## src/tsfp_pkg.sv

```systemverilog
// Shared types and constants for the two-type serial frame parser.
package tsfp_pkg;

  // Frame lengths in bytes, start, type and checksum bytes included.
  localparam int MOTION_FRAME_LEN = 15;
  localparam int STATUS_FRAME_LEN = 13;

  // Body store depth and the body length of each frame type.
  localparam int BODY_DEPTH = 12;
  localparam int POS_W = 4;
  localparam logic [POS_W-1:0] MOTION_BODY_LEN = POS_W'(MOTION_FRAME_LEN - 3);
  localparam logic [POS_W-1:0] STATUS_BODY_LEN = POS_W'(STATUS_FRAME_LEN - 3);

  // Frame kind codes.
  localparam logic KIND_MOTION = 1'b0;
  localparam logic KIND_STATUS = 1'b1;

  // Configuration register indexes.
  localparam logic [1:0] REG_START_BYTE  = 2'd0;
  localparam logic [1:0] REG_MOTION_TYPE = 2'd1;
  localparam logic [1:0] REG_STATUS_TYPE = 2'd2;

  // Parser phase.
  typedef enum logic [1:0] {
    PH_HUNT,
    PH_TYPE,
    PH_BODY
  } phase_t;

  // Configuration values seen by the parser.
  typedef struct packed {
    logic [7:0] start_byte;
    logic [7:0] motion_type_code;
    logic [7:0] status_type_code;
  } cfg_t;

  // One parsed frame result.
  typedef struct packed {
    logic        frame_kind;
    logic        sum_good;
    logic [15:0] left_speed;
    logic [15:0] right_speed;
    logic [15:0] heading;
    logic [15:0] turn_rate;
    logic [31:0] sonar_ranges;
    logic [55:0] status_bytes;
    logic [23:0] spare_bytes;
  } result_t;

endpackage

```

## src/tsfp_parse.sv

```systemverilog
// Byte-level frame parser: phase tracking, body store, checksum and result forming.
module tsfp_parse (
  input  logic                     clk,
  input  logic                     rst,
  input  tsfp_pkg::cfg_t           cfg,
  input  logic                     byte_take,
  input  logic [7:0]               rx_byte,
  output logic                     res_valid,
  output tsfp_pkg::result_t        res
);

  tsfp_pkg::phase_t                 phase;
  tsfp_pkg::phase_t                 phase_next;
  logic [tsfp_pkg::POS_W-1:0]       byte_position;
  logic                             current_kind;
  logic [7:0]                       running_sum;
  logic [7:0]                       body_bytes [tsfp_pkg::BODY_DEPTH];
  logic [63:0]                      held_motion;
  logic [31:0]                      held_sonar;
  logic [63:0]                      held_motion_next;
  logic [31:0]                      held_sonar_next;

  logic [tsfp_pkg::POS_W-1:0]       body_len;
  logic                             is_motion_type;
  logic                             is_status_type;
  logic                             is_start;
  logic                             in_body;
  logic                             is_last;
  logic                             good;
  logic [8*tsfp_pkg::BODY_DEPTH-1:0] body_flat;

  // Byte classification against the configured codes.
  assign is_start       = (rx_byte == cfg.start_byte);
  assign is_motion_type = (rx_byte == cfg.motion_type_code);
  assign is_status_type = (rx_byte == cfg.status_type_code);
  assign body_len       = current_kind ? tsfp_pkg::STATUS_BODY_LEN
                                       : tsfp_pkg::MOTION_BODY_LEN;
  assign in_body        = (phase == tsfp_pkg::PH_BODY) && (byte_position < body_len);
  assign is_last        = (phase == tsfp_pkg::PH_BODY) && (byte_position >= body_len);
  assign good           = (rx_byte == running_sum);

  // Flatten the body store, first byte in the low bits.
  for (genvar g = 0; g < tsfp_pkg::BODY_DEPTH; g++) begin : g_flat
    assign body_flat[8*g +: 8] = body_bytes[g];
  end

  // Next phase.
  always_comb begin
    phase_next = phase;
    case (phase)
      tsfp_pkg::PH_HUNT: begin
        if (byte_take && is_start) phase_next = tsfp_pkg::PH_TYPE;
      end
      tsfp_pkg::PH_TYPE: begin
        if (byte_take) begin
          if (is_motion_type || is_status_type) phase_next = tsfp_pkg::PH_BODY;
          else if (!is_start) phase_next = tsfp_pkg::PH_HUNT;
        end
      end
      tsfp_pkg::PH_BODY: begin
        if (byte_take && is_last) phase_next = tsfp_pkg::PH_HUNT;
      end
      default: phase_next = tsfp_pkg::PH_HUNT;
    endcase
  end

  // Held motion values follow a good motion frame.
  always_comb begin
    held_motion_next = held_motion;
    held_sonar_next  = held_sonar;
    if (current_kind == tsfp_pkg::KIND_MOTION && good) begin
      held_motion_next = body_flat[63:0];
      held_sonar_next  = body_flat[95:64];
    end
  end

  // Result forming for the checksum byte.
  always_comb begin
    res_valid        = byte_take && is_last;
    res              = '0;
    res.frame_kind   = current_kind;
    res.sum_good     = good;
    if (current_kind == tsfp_pkg::KIND_MOTION) begin
      res.left_speed   = held_motion_next[15:0];
      res.right_speed  = held_motion_next[31:16];
      res.heading      = held_motion_next[47:32];
      res.turn_rate    = held_motion_next[63:48];
      res.sonar_ranges = held_sonar_next;
    end else if (good) begin
      res.status_bytes = body_flat[55:0];
      res.spare_bytes  = body_flat[79:56];
    end
  end

  // Phase register.
  always_ff @(posedge clk) begin
    if (rst) begin
      phase <= tsfp_pkg::PH_HUNT;
    end else begin
      phase <= phase_next;
    end
  end

  // Position, kind, running sum and held values.
  always_ff @(posedge clk) begin
    if (rst) begin
      byte_position <= '0;
      current_kind  <= tsfp_pkg::KIND_MOTION;
      running_sum   <= '0;
      held_motion   <= '0;
      held_sonar    <= '0;
    end else if (byte_take) begin
      case (phase)
        tsfp_pkg::PH_HUNT: begin
          if (is_start) running_sum <= rx_byte;
        end
        tsfp_pkg::PH_TYPE: begin
          if (is_motion_type || is_status_type) begin
            current_kind  <= is_motion_type ? tsfp_pkg::KIND_MOTION : tsfp_pkg::KIND_STATUS;
            running_sum   <= running_sum + rx_byte;
            byte_position <= '0;
          end else if (is_start) begin
            running_sum <= rx_byte;
          end
        end
        tsfp_pkg::PH_BODY: begin
          if (in_body) begin
            running_sum   <= running_sum + rx_byte;
            byte_position <= byte_position + 1'b1;
          end else begin
            byte_position <= '0;
            held_motion   <= held_motion_next;
            held_sonar    <= held_sonar_next;
          end
        end
        default: ;
      endcase
    end
  end

  // Body store; entries are always written before they are read in a frame.
  always_ff @(posedge clk) begin
    if (byte_take && in_body) begin
      body_bytes[byte_position] <= rx_byte;
    end
  end

endmodule

```

## src/two_type_serial_frame_parser_unit.sv

```systemverilog
// Top level of the two-type serial frame parser.
//
// Serial bytes enter on the input channel (in_valid, in_stall, rx_byte); a byte
// is transferred when in_valid is high and in_stall is low. The parser hunts for
// the start byte, reads the type byte, stores the body and checks the last byte
// against the 8-bit sum of all earlier bytes of the frame. Each complete frame
// gives one result on the output channel (out_valid, out_stall and the result
// fields), which transfers when out_valid is high and out_stall is low.
// One byte is taken per cycle while in_stall is low. A result goes to the result
// register, or to the skid entry if the register holds one not yet taken.
// The two decouple the sides: in_stall rises only when both hold a result, so
// bytes keep flowing while a result waits, and a stalled result holds its value.
// The three configuration registers are written over cfg_valid/cfg_ready with
// cfg_index and cfg_data; cfg_ready is always high and unknown indexes are
// ignored. Synchronous reset returns the parser to hunting, clears the held
// motion values, empties the output and loads the default register values.
module two_type_serial_frame_parser_unit (
  input  logic               clk,
  input  logic               rst,
  // Configuration write channel.
  input  logic               cfg_valid,
  output logic               cfg_ready,
  input  logic [1:0]         cfg_index,
  input  logic [7:0]         cfg_data,
  // Byte input channel.
  input  logic               in_valid,
  output logic               in_stall,
  input  logic [7:0]         rx_byte,
  // Result output channel.
  output logic               out_valid,
  input  logic               out_stall,
  output logic               frame_kind,
  output logic               sum_good,
  output logic signed [15:0] left_speed,
  output logic signed [15:0] right_speed,
  output logic signed [15:0] heading,
  output logic signed [15:0] turn_rate,
  output logic [31:0]        sonar_ranges,
  output logic [55:0]        status_bytes,
  output logic [23:0]        spare_bytes
);

  tsfp_pkg::cfg_t    cfg;
  tsfp_pkg::result_t res;
  tsfp_pkg::result_t out_res;
  tsfp_pkg::result_t skid_res;
  logic              res_valid;
  logic              skid_valid;
  logic              byte_take;
  logic              out_take;

  // Handshake terms.
  assign cfg_ready = 1'b1;
  assign in_stall  = skid_valid;
  assign byte_take = in_valid && !in_stall;
  assign out_take  = out_valid && !out_stall;

  // Configuration registers.
  always_ff @(posedge clk) begin
    if (rst) begin
      cfg.start_byte       <= 8'd0;
      cfg.motion_type_code <= 8'd1;
      cfg.status_type_code <= 8'd2;
    end else if (cfg_valid && cfg_ready) begin
      case (cfg_index)
        tsfp_pkg::REG_START_BYTE:  cfg.start_byte       <= cfg_data;
        tsfp_pkg::REG_MOTION_TYPE: cfg.motion_type_code <= cfg_data;
        tsfp_pkg::REG_STATUS_TYPE: cfg.status_type_code <= cfg_data;
        default: ;
      endcase
    end
  end

  tsfp_parse u_parse (
    .clk       (clk),
    .rst       (rst),
    .cfg       (cfg),
    .byte_take (byte_take),
    .rx_byte   (rx_byte),
    .res_valid (res_valid),
    .res       (res)
  );

  // Result register and skid entry control.
  always_ff @(posedge clk) begin
    if (rst) begin
      out_valid  <= 1'b0;
      skid_valid <= 1'b0;
    end else if (skid_valid) begin
      if (out_take) skid_valid <= 1'b0;
    end else if (res_valid) begin
      if (out_valid && !out_take) skid_valid <= 1'b1;
      else out_valid <= 1'b1;
    end else if (out_take) begin
      out_valid <= 1'b0;
    end
  end

  // Result and skid payload.
  always_ff @(posedge clk) begin
    if (skid_valid) begin
      if (out_take) out_res <= skid_res;
    end else if (res_valid) begin
      if (out_valid && !out_take) skid_res <= res;
      else out_res <= res;
    end
  end

  // Result fields.
  assign frame_kind   = out_res.frame_kind;
  assign sum_good     = out_res.sum_good;
  assign left_speed   = $signed(out_res.left_speed);
  assign right_speed  = $signed(out_res.right_speed);
  assign heading      = $signed(out_res.heading);
  assign turn_rate    = $signed(out_res.turn_rate);
  assign sonar_ranges = out_res.sonar_ranges;
  assign status_bytes = out_res.status_bytes;
  assign spare_bytes  = out_res.spare_bytes;

endmodule

```

## config.mk

```make
export PLATFORM = sky130hd
export DESIGN_NAME = two_type_serial_frame_parser_unit
export DESIGN_NICKNAME = d
export VERILOG_FILES = /design/src/tsfp_pkg.sv /design/src/tsfp_parse.sv /design/src/two_type_serial_frame_parser_unit.sv
export SDC_FILE = /design/constraint.sdc
export NUM_CORES = 1
export LEC_CHECK = 0
export BUFFER_PORTS_ARGS = -buffer_cell sky130_fd_sc_hd__buf_2
export CORE_AREA = 4 4 194 233
export CTS_BUF_LIST = sky130_fd_sc_hd__clkbuf_4 sky130_fd_sc_hd__clkbuf_8
export CTS_CLUSTER_DIAMETER = 200
export DETAILED_ROUTE_END_ITERATION = 8
export DIE_AREA = 0 0 198 237
export PLACE_DENSITY = 0.75
export SLEW_MARGIN = 20
export SYNTH_ARGS = -nofsm -noshare
export SYNTH_HDL_FRONTEND = slang
export SYNTH_HIERARCHICAL = 1
export SYNTH_SLANG_ARGS = --single-unit
```

## constraint.sdc

```tcl
create_clock -name clk -period 54.8 [get_ports clk]
set_input_delay 10.96 -clock clk [delete_from_list [all_inputs] [get_ports clk]]
set_output_delay 10.96 -clock clk [all_outputs]
set_load 0.005 [all_outputs]
```

Word level (Yosys, flattened, before mapping) --
Memories as Yosys holds them, arrays and structs flattened. Index checks and enable logic that the tools add are counted.
Word-level totals: flip-flop bits (word level) 493, memory bits (writable) 96, bits of input ports 23, output and inout bits 181, word-level logic and storage cells 117, memories 1
Operators by class: add/sub/neg operators 2, order comparisons 2, eq/ne operators 17, mux-type cells 33, bitwise operators 3, reductions and logical operators 30
Memory list:
- u_parse.body_bytes | words 12, bits a word 8, rd ports 12, clocked after Yosys merged registers in 0, write ports 1, line tsfp_parse.sv:17 | logic [7:0] body_bytes [tsfp_pkg::BODY_DEPTH];
Operators by type and width (number):
- 178-bit two-way mux | 4
- 80-bit two-way mux | 2
- 96-bit two-way mux | 1
- 64-bit two-way mux | 1
- 8-bit equality test | 4
- 32-bit two-way mux | 1
- 8-bit two-way mux | 3
- 8-bit case mux with 3 select lines | 1
- 3-bit AND reduction | 7
- 1-bit two-way mux | 10
- 2-bit two-way mux | 5
- 2-bit by 1-bit inequality test with 1-bit output (second input constant) | 5
- 1-bit logical AND | 9
- 8-bit adder | 1
- 4-bit two-way mux | 2
- 4-bit case mux with 2 select lines | 1
- 2-bit inequality test (second input constant) | 3
- 2-bit case mux with 3 select lines | 1
- 2-bit AND reduction | 3
- 2-bit nonzero test | 3
- 4-bit by 1-bit adder with 4-bit output (second input constant) | 1
- 2-bit by 1-bit equality test with 1-bit output (second input constant) | 2
- 2-bit equality test (second input constant) | 2
- 4-bit greater-or-equal comparator | 1
- other kinds (9) | 14

Logic depth before layout (Yosys ltp) --
depth in word-level cells 7, gate-level depth with buffers 10, mapped depth without buffers 8

Cells and area by module --
The synthesis kept the hierarchy.
Modules (own cells, without submodules):
- two_type_serial_frame_parser_unit | times used 1, cells each 663, area each 13950.9 um^2, seq. area each 11210.8 um^2
- tsfp_parse | times used 1, cells each 1144, area each 9848.2 um^2, seq. area each 5104.9 um^2

Least setup slack after synthesis --
Ideal clock, no wire load.
path type input-to-reg, from in in_valid, to reg out_res (netlist bit frame_kind), enable pin, setup time 988 ps, arrival time 24367 ps, data required time 53812 ps, setup slack 29445 ps, stages on the path 5, path buffers 0, cell sequence nor2b_1 -> nand2_1 -> nor2_1 -> nand2b_1 -> a21boi_0
Between the ends: word-level cells in the longest chain between the ends 4
RTL lines:
- start: declaration | line two_type_serial_frame_parser_unit.sv:26 | input logic in_valid,
- 1-bit logical AND | line two_type_serial_frame_parser_unit.sv:55 | assign byte_take = in_valid && !in_stall;
- 1-bit logical AND | line tsfp_parse.sv:79 | res_valid = byte_take && is_last;
- net res_valid | line two_type_serial_frame_parser_unit.sv:47 | logic res_valid;
- 2-bit nonzero test (no line)
- 3-bit AND reduction (no line)
- end signal: assignment | line two_type_serial_frame_parser_unit.sv:102 | if (out_take) out_res <= skid_res;
- end signal: assignment | line two_type_serial_frame_parser_unit.sv:105 | else out_res <= res;
- end: declaration | line two_type_serial_frame_parser_unit.sv:45 | tsfp_pkg::result_t out_res;
The timed path passes the listed nets, and every way through them passes these cells. A chain may end at the register's enable or synchronous reset.

==> metrics.md <==
| Metric | Value |
|---|---|
| Setup slack, reg-to-reg | `50.88 ns` |
| # Max-Cap Violations | `0` |
| Full die area | `46,900 µm²` |
| Top-area cell type share of the netlist area | `57.0%` |
| VDD IR max | `0.0169 mV` |
| Yosys reg bits | `589` |
| Ys async rst share | `0%` |
| PD cells | `32.1 nW/µm²` |
| Commonest non-fill, non-tap cell in the layout | `edfxtp_1` |
| Final std cells w/o fill | `2,624` |
| Worst Setup EP | `heading[5]$_DFFE_PP_` |
| H-tree lvl count | `3` |
| Hold WC Path Type | `flop to flop` |
| Post-route ant nets | `0` |
| CP Capture Type | `flop` |
| Antenna violations before repair | `0` |
| Dominant cells by area after synthesis | `edfxtp_1 (57%), dfxtp_1 (12%), mux2_2 (8.4%)` |
| Gr ovfl total | `0` |
| WS Path Type | `input port to flop` |
| Syn avg cell area | `13.2 µm²` |
| CTS tree | `built` |
| Max Clock Freq | `0.0692 GHz` |
| RSZ-0062 raised after global routing | `false` |
| Largest net degree at the start of global routing | `105` |
| Layout cells sized above 1 | `27.5%` |
| R2R Path End | `heading[5]$_DFFE_PP_` |
| Crit path required time | `55.31 ns` |
| CTS Buffer Depth | `3` |
| Boundary pin count | `204` |
| Final hold violation count | `0` |
| CP startpoint | `rx_byte[4]` |
| Syn Inst Count | `1,807` |
| Worst skew pair latency | `0.65 ns` |
| Period minus WS final | `14.44 ns` |
| Slew Limit Fails | `0` |
| Synth warnings | `6` |
| First-pass GRT wire length | `81,800 µm` |
| Number of setup buffers added after CTS | `0` |
| Delay-heaviest family, CP | `buffers and inverters` |
| Vias in the first global route | `14,800` |
| Count of final setup violators | `0` |
| DR pass1 iterations | `5` |
| Buf/Inv on CP | `3` |
| Post-layout net count | `2,038` |
| Crit path cell chain | `buf_2, ha_1, nor4_4, nand3_4, inv_4, buf_4, nand2_1, a21oi_1, mux2_2` |
| Clk sink count | `589` |
| Worst path max stage delay | `0.87 ns` |
| Die height | `237 µm` |
| CP max-delay cell | `buf_4` |
| Pwr Total | `867 µW` |
| Via density | `5.68` |
| Critical path depth | `9` |
| Leakage | `10.7 nW` |
| Area delta synth->final | `13.5%` |
| Critical Path Source Type | `input port` |
| Initial drt markers | `1,247` |
| Die X | `198 µm` |
| WL final | `53,300 µm` |
| Design Area, Final | `27,000 µm²` |
| Worst slew pin tran | `1.10 ns` |
| Placed cell count | `2,457` |
| GP Congestion | `0.806` |
| Core Region | `42,800 µm²` |
| Critical Path AT | `14.95 ns` |
| Register area share after synthesis | `68.6%` |
| Via Count | `14,900` |
| Worst Path Max Fanout | `102` |
| Reg2Reg Depth | `8` |
| Post-synthesis cell area | `23,800 µm²` |
| Fill count | `3,214` |
| CTS Root Cell | `clkbuf_8` |
| Post-synth EDFFs | `452` |
| RR Startpoint | `u_parse/running_sum[4]$_SDFFE_PP0P_` |
| Top FF cell, synth | `edfxtp_1` |
| DRC viols | `0` |
| Hold_buf cts | `0` |
| Placed inst area | `25,100 µm²` |
| Syn nets | `1,848` |
| CTS clock-pin slew for the worst setup and hold paths | `0.06 ns` |
| Ant. Diodes | `0` |
| Netlist cell types | `53` |
| Setup TNS | `0 ns` |
| Starting density of the core | `55.6%` |
| CTS resizes | `0` |
| Slew headroom | `27.0%` |
| I/O Buffers | `202` |
| Clk_skew | `0.0368 ns` |
| FP Rows | `83` |
| Outcome | `finished clean` |
| Tcrit/Tclk final | `26.4%` |
| Commonest cells after routing, fill and taps aside | `edfxtp_1 (452), nand2_1 (395), a21oi_1 (202)` |
| Routed len/inst | `20.3 µm` |
| Number of buffers created by CTS | `89` |
| WHS | `0.453 ns` |
| Yosys top cell by area | `edfxtp_1` |
| All-Layer GR Usage | `22.0%` |
| HPWL after DPL | `31,000 µm` |
==> metal layers <==
layer  global-route usage [%]  routed length (µm)  up-vias
met1                     29.4               22200     7426
met5                        0                   0        -
met3                     3.93                3240       79
met2                     36.4               26600      525
li1                         -                   -     6871
met4                     7.60                1220        0
==> logic make-up after synthesis <==
family / synth area share, %
AO/OA/AOI/OAI: 5.80
XOR/XNOR: 1.10
adder cells (fa/ha/maj): 0.978
buffers and inverters: 2.69
flip-flops: 68.6
multiplexers: 9.81
other: 0.0158
AND/OR/NAND/NOR: 11.0
==> metrics by stage <==
stage               utilization (%)  worst slack [ns]
floorplan                         -             29.44
global placement               58.6             39.88
detailed placement             58.6             39.75
CTS                            63.1             40.45
global route                   63.1             40.16
finish                         63.1             40.36
==> how the worst min path moves through the flow <==
stage                                           end                                  from  depth (start not counted)  slack [ns]
6_report       u_parse/held_motion[26]$_SDFFE_PP0P_  u_parse/held_motion[26]$_SDFFE_PP0P_                          2        0.45
2_1_floorplan   u_parse/held_motion[0]$_SDFFE_PP0P_   u_parse/held_motion[0]$_SDFFE_PP0P_                          2        0.44
3_5_place_dp    u_parse/held_sonar[17]$_SDFFE_PP0P_   u_parse/held_sonar[17]$_SDFFE_PP0P_                          2        0.45
4_1_cts        u_parse/held_motion[33]$_SDFFE_PP0P_  u_parse/held_motion[33]$_SDFFE_PP0P_                          2        0.46
3_3_place_gp   u_parse/held_motion[63]$_SDFFE_PP0P_  u_parse/held_motion[63]$_SDFFE_PP0P_                          2        0.44
5_1_grt         u_parse/held_motion[1]$_SDFFE_PP0P_   u_parse/held_motion[1]$_SDFFE_PP0P_                          2        0.47
==> state kept, by name (all words and copies together), names as in the netlist <==
name / count
skid_res: 178
u_parse/body_bytes: 96
u_parse/held_motion: 64
status_bytes: 56
sonar_ranges: 32
u_parse/held_sonar: 32
cfg: 24
spare_bytes: 24
heading: 16
left_speed: 16
right_speed: 16
turn_rate: 16
u_parse/running_sum: 8
u_parse/byte_position: 4
u_parse/phase: 2
frame_kind: 1
in_stall: 1
out_valid: 1
sum_good: 1
u_parse/current_kind: 1
==> report_power, final <==
group | switching, mW | internal (mW) | leakage (nW) | total, mW
Combinational | 0.0113 | 0.00553 | 4.06 | 0.0168
Sequential | 0.000798 | 0.476 | 5.65 | 0.477
Clock | 0.166 | 0.207 | 1.01 | 0.373
==> Yosys cell counts, types with 3 or more instances <==
cell,instances
clkbuf_1,78
buf_4,24
ha_1,17
mux2_2,178
buf_2,11
edfxtp_1,452
nand2_1,395
a211oi_1,5
mux2i_1,33
o21ai_0,5
nor3_1,4
nand3_1,8
o211a_1,4
xor2_1,27
a21o_1,7
o221a_2,5
a21oi_1,202
o211ai_1,6
buf_6,6
xnor2_1,3
and3_1,84
nor2_1,17
inv_1,11
and2_1,13
nor4_1,6
nand3b_1,3
dfxtp_1,137
nor2b_1,4
nand2b_1,32
==> worst register-to-register path, cell delays in order, from the launching register on <==
cell     delay [ns]
dfxtp_1        0.32
ha_1           0.40
nor4_4         0.36
nand3_4        0.44
inv_4          0.76
buf_4          0.91
nand2_1        0.18
a21oi_1        0.22
mux2_2         0.21
==> final cells by class <==
| cell class | instances | area [µm²] | share of cell area, % |
|---|---|---|---|
| multi-input combinational | 1087 | 6880 | 25.5 |
| clock inverter | 31 | 215 | 0.797 |
| timing repair buffer | 218 | 1160 | 4.30 |
| sequential | 589 | 16300 | 60.4 |
| inverter | 12 | 47.5 | 0.176 |
| tap | 552 | 691 | 2.56 |
| clock buffer | 135 | 1680 | 6.23 |
(Power assumes the default switching activity.)
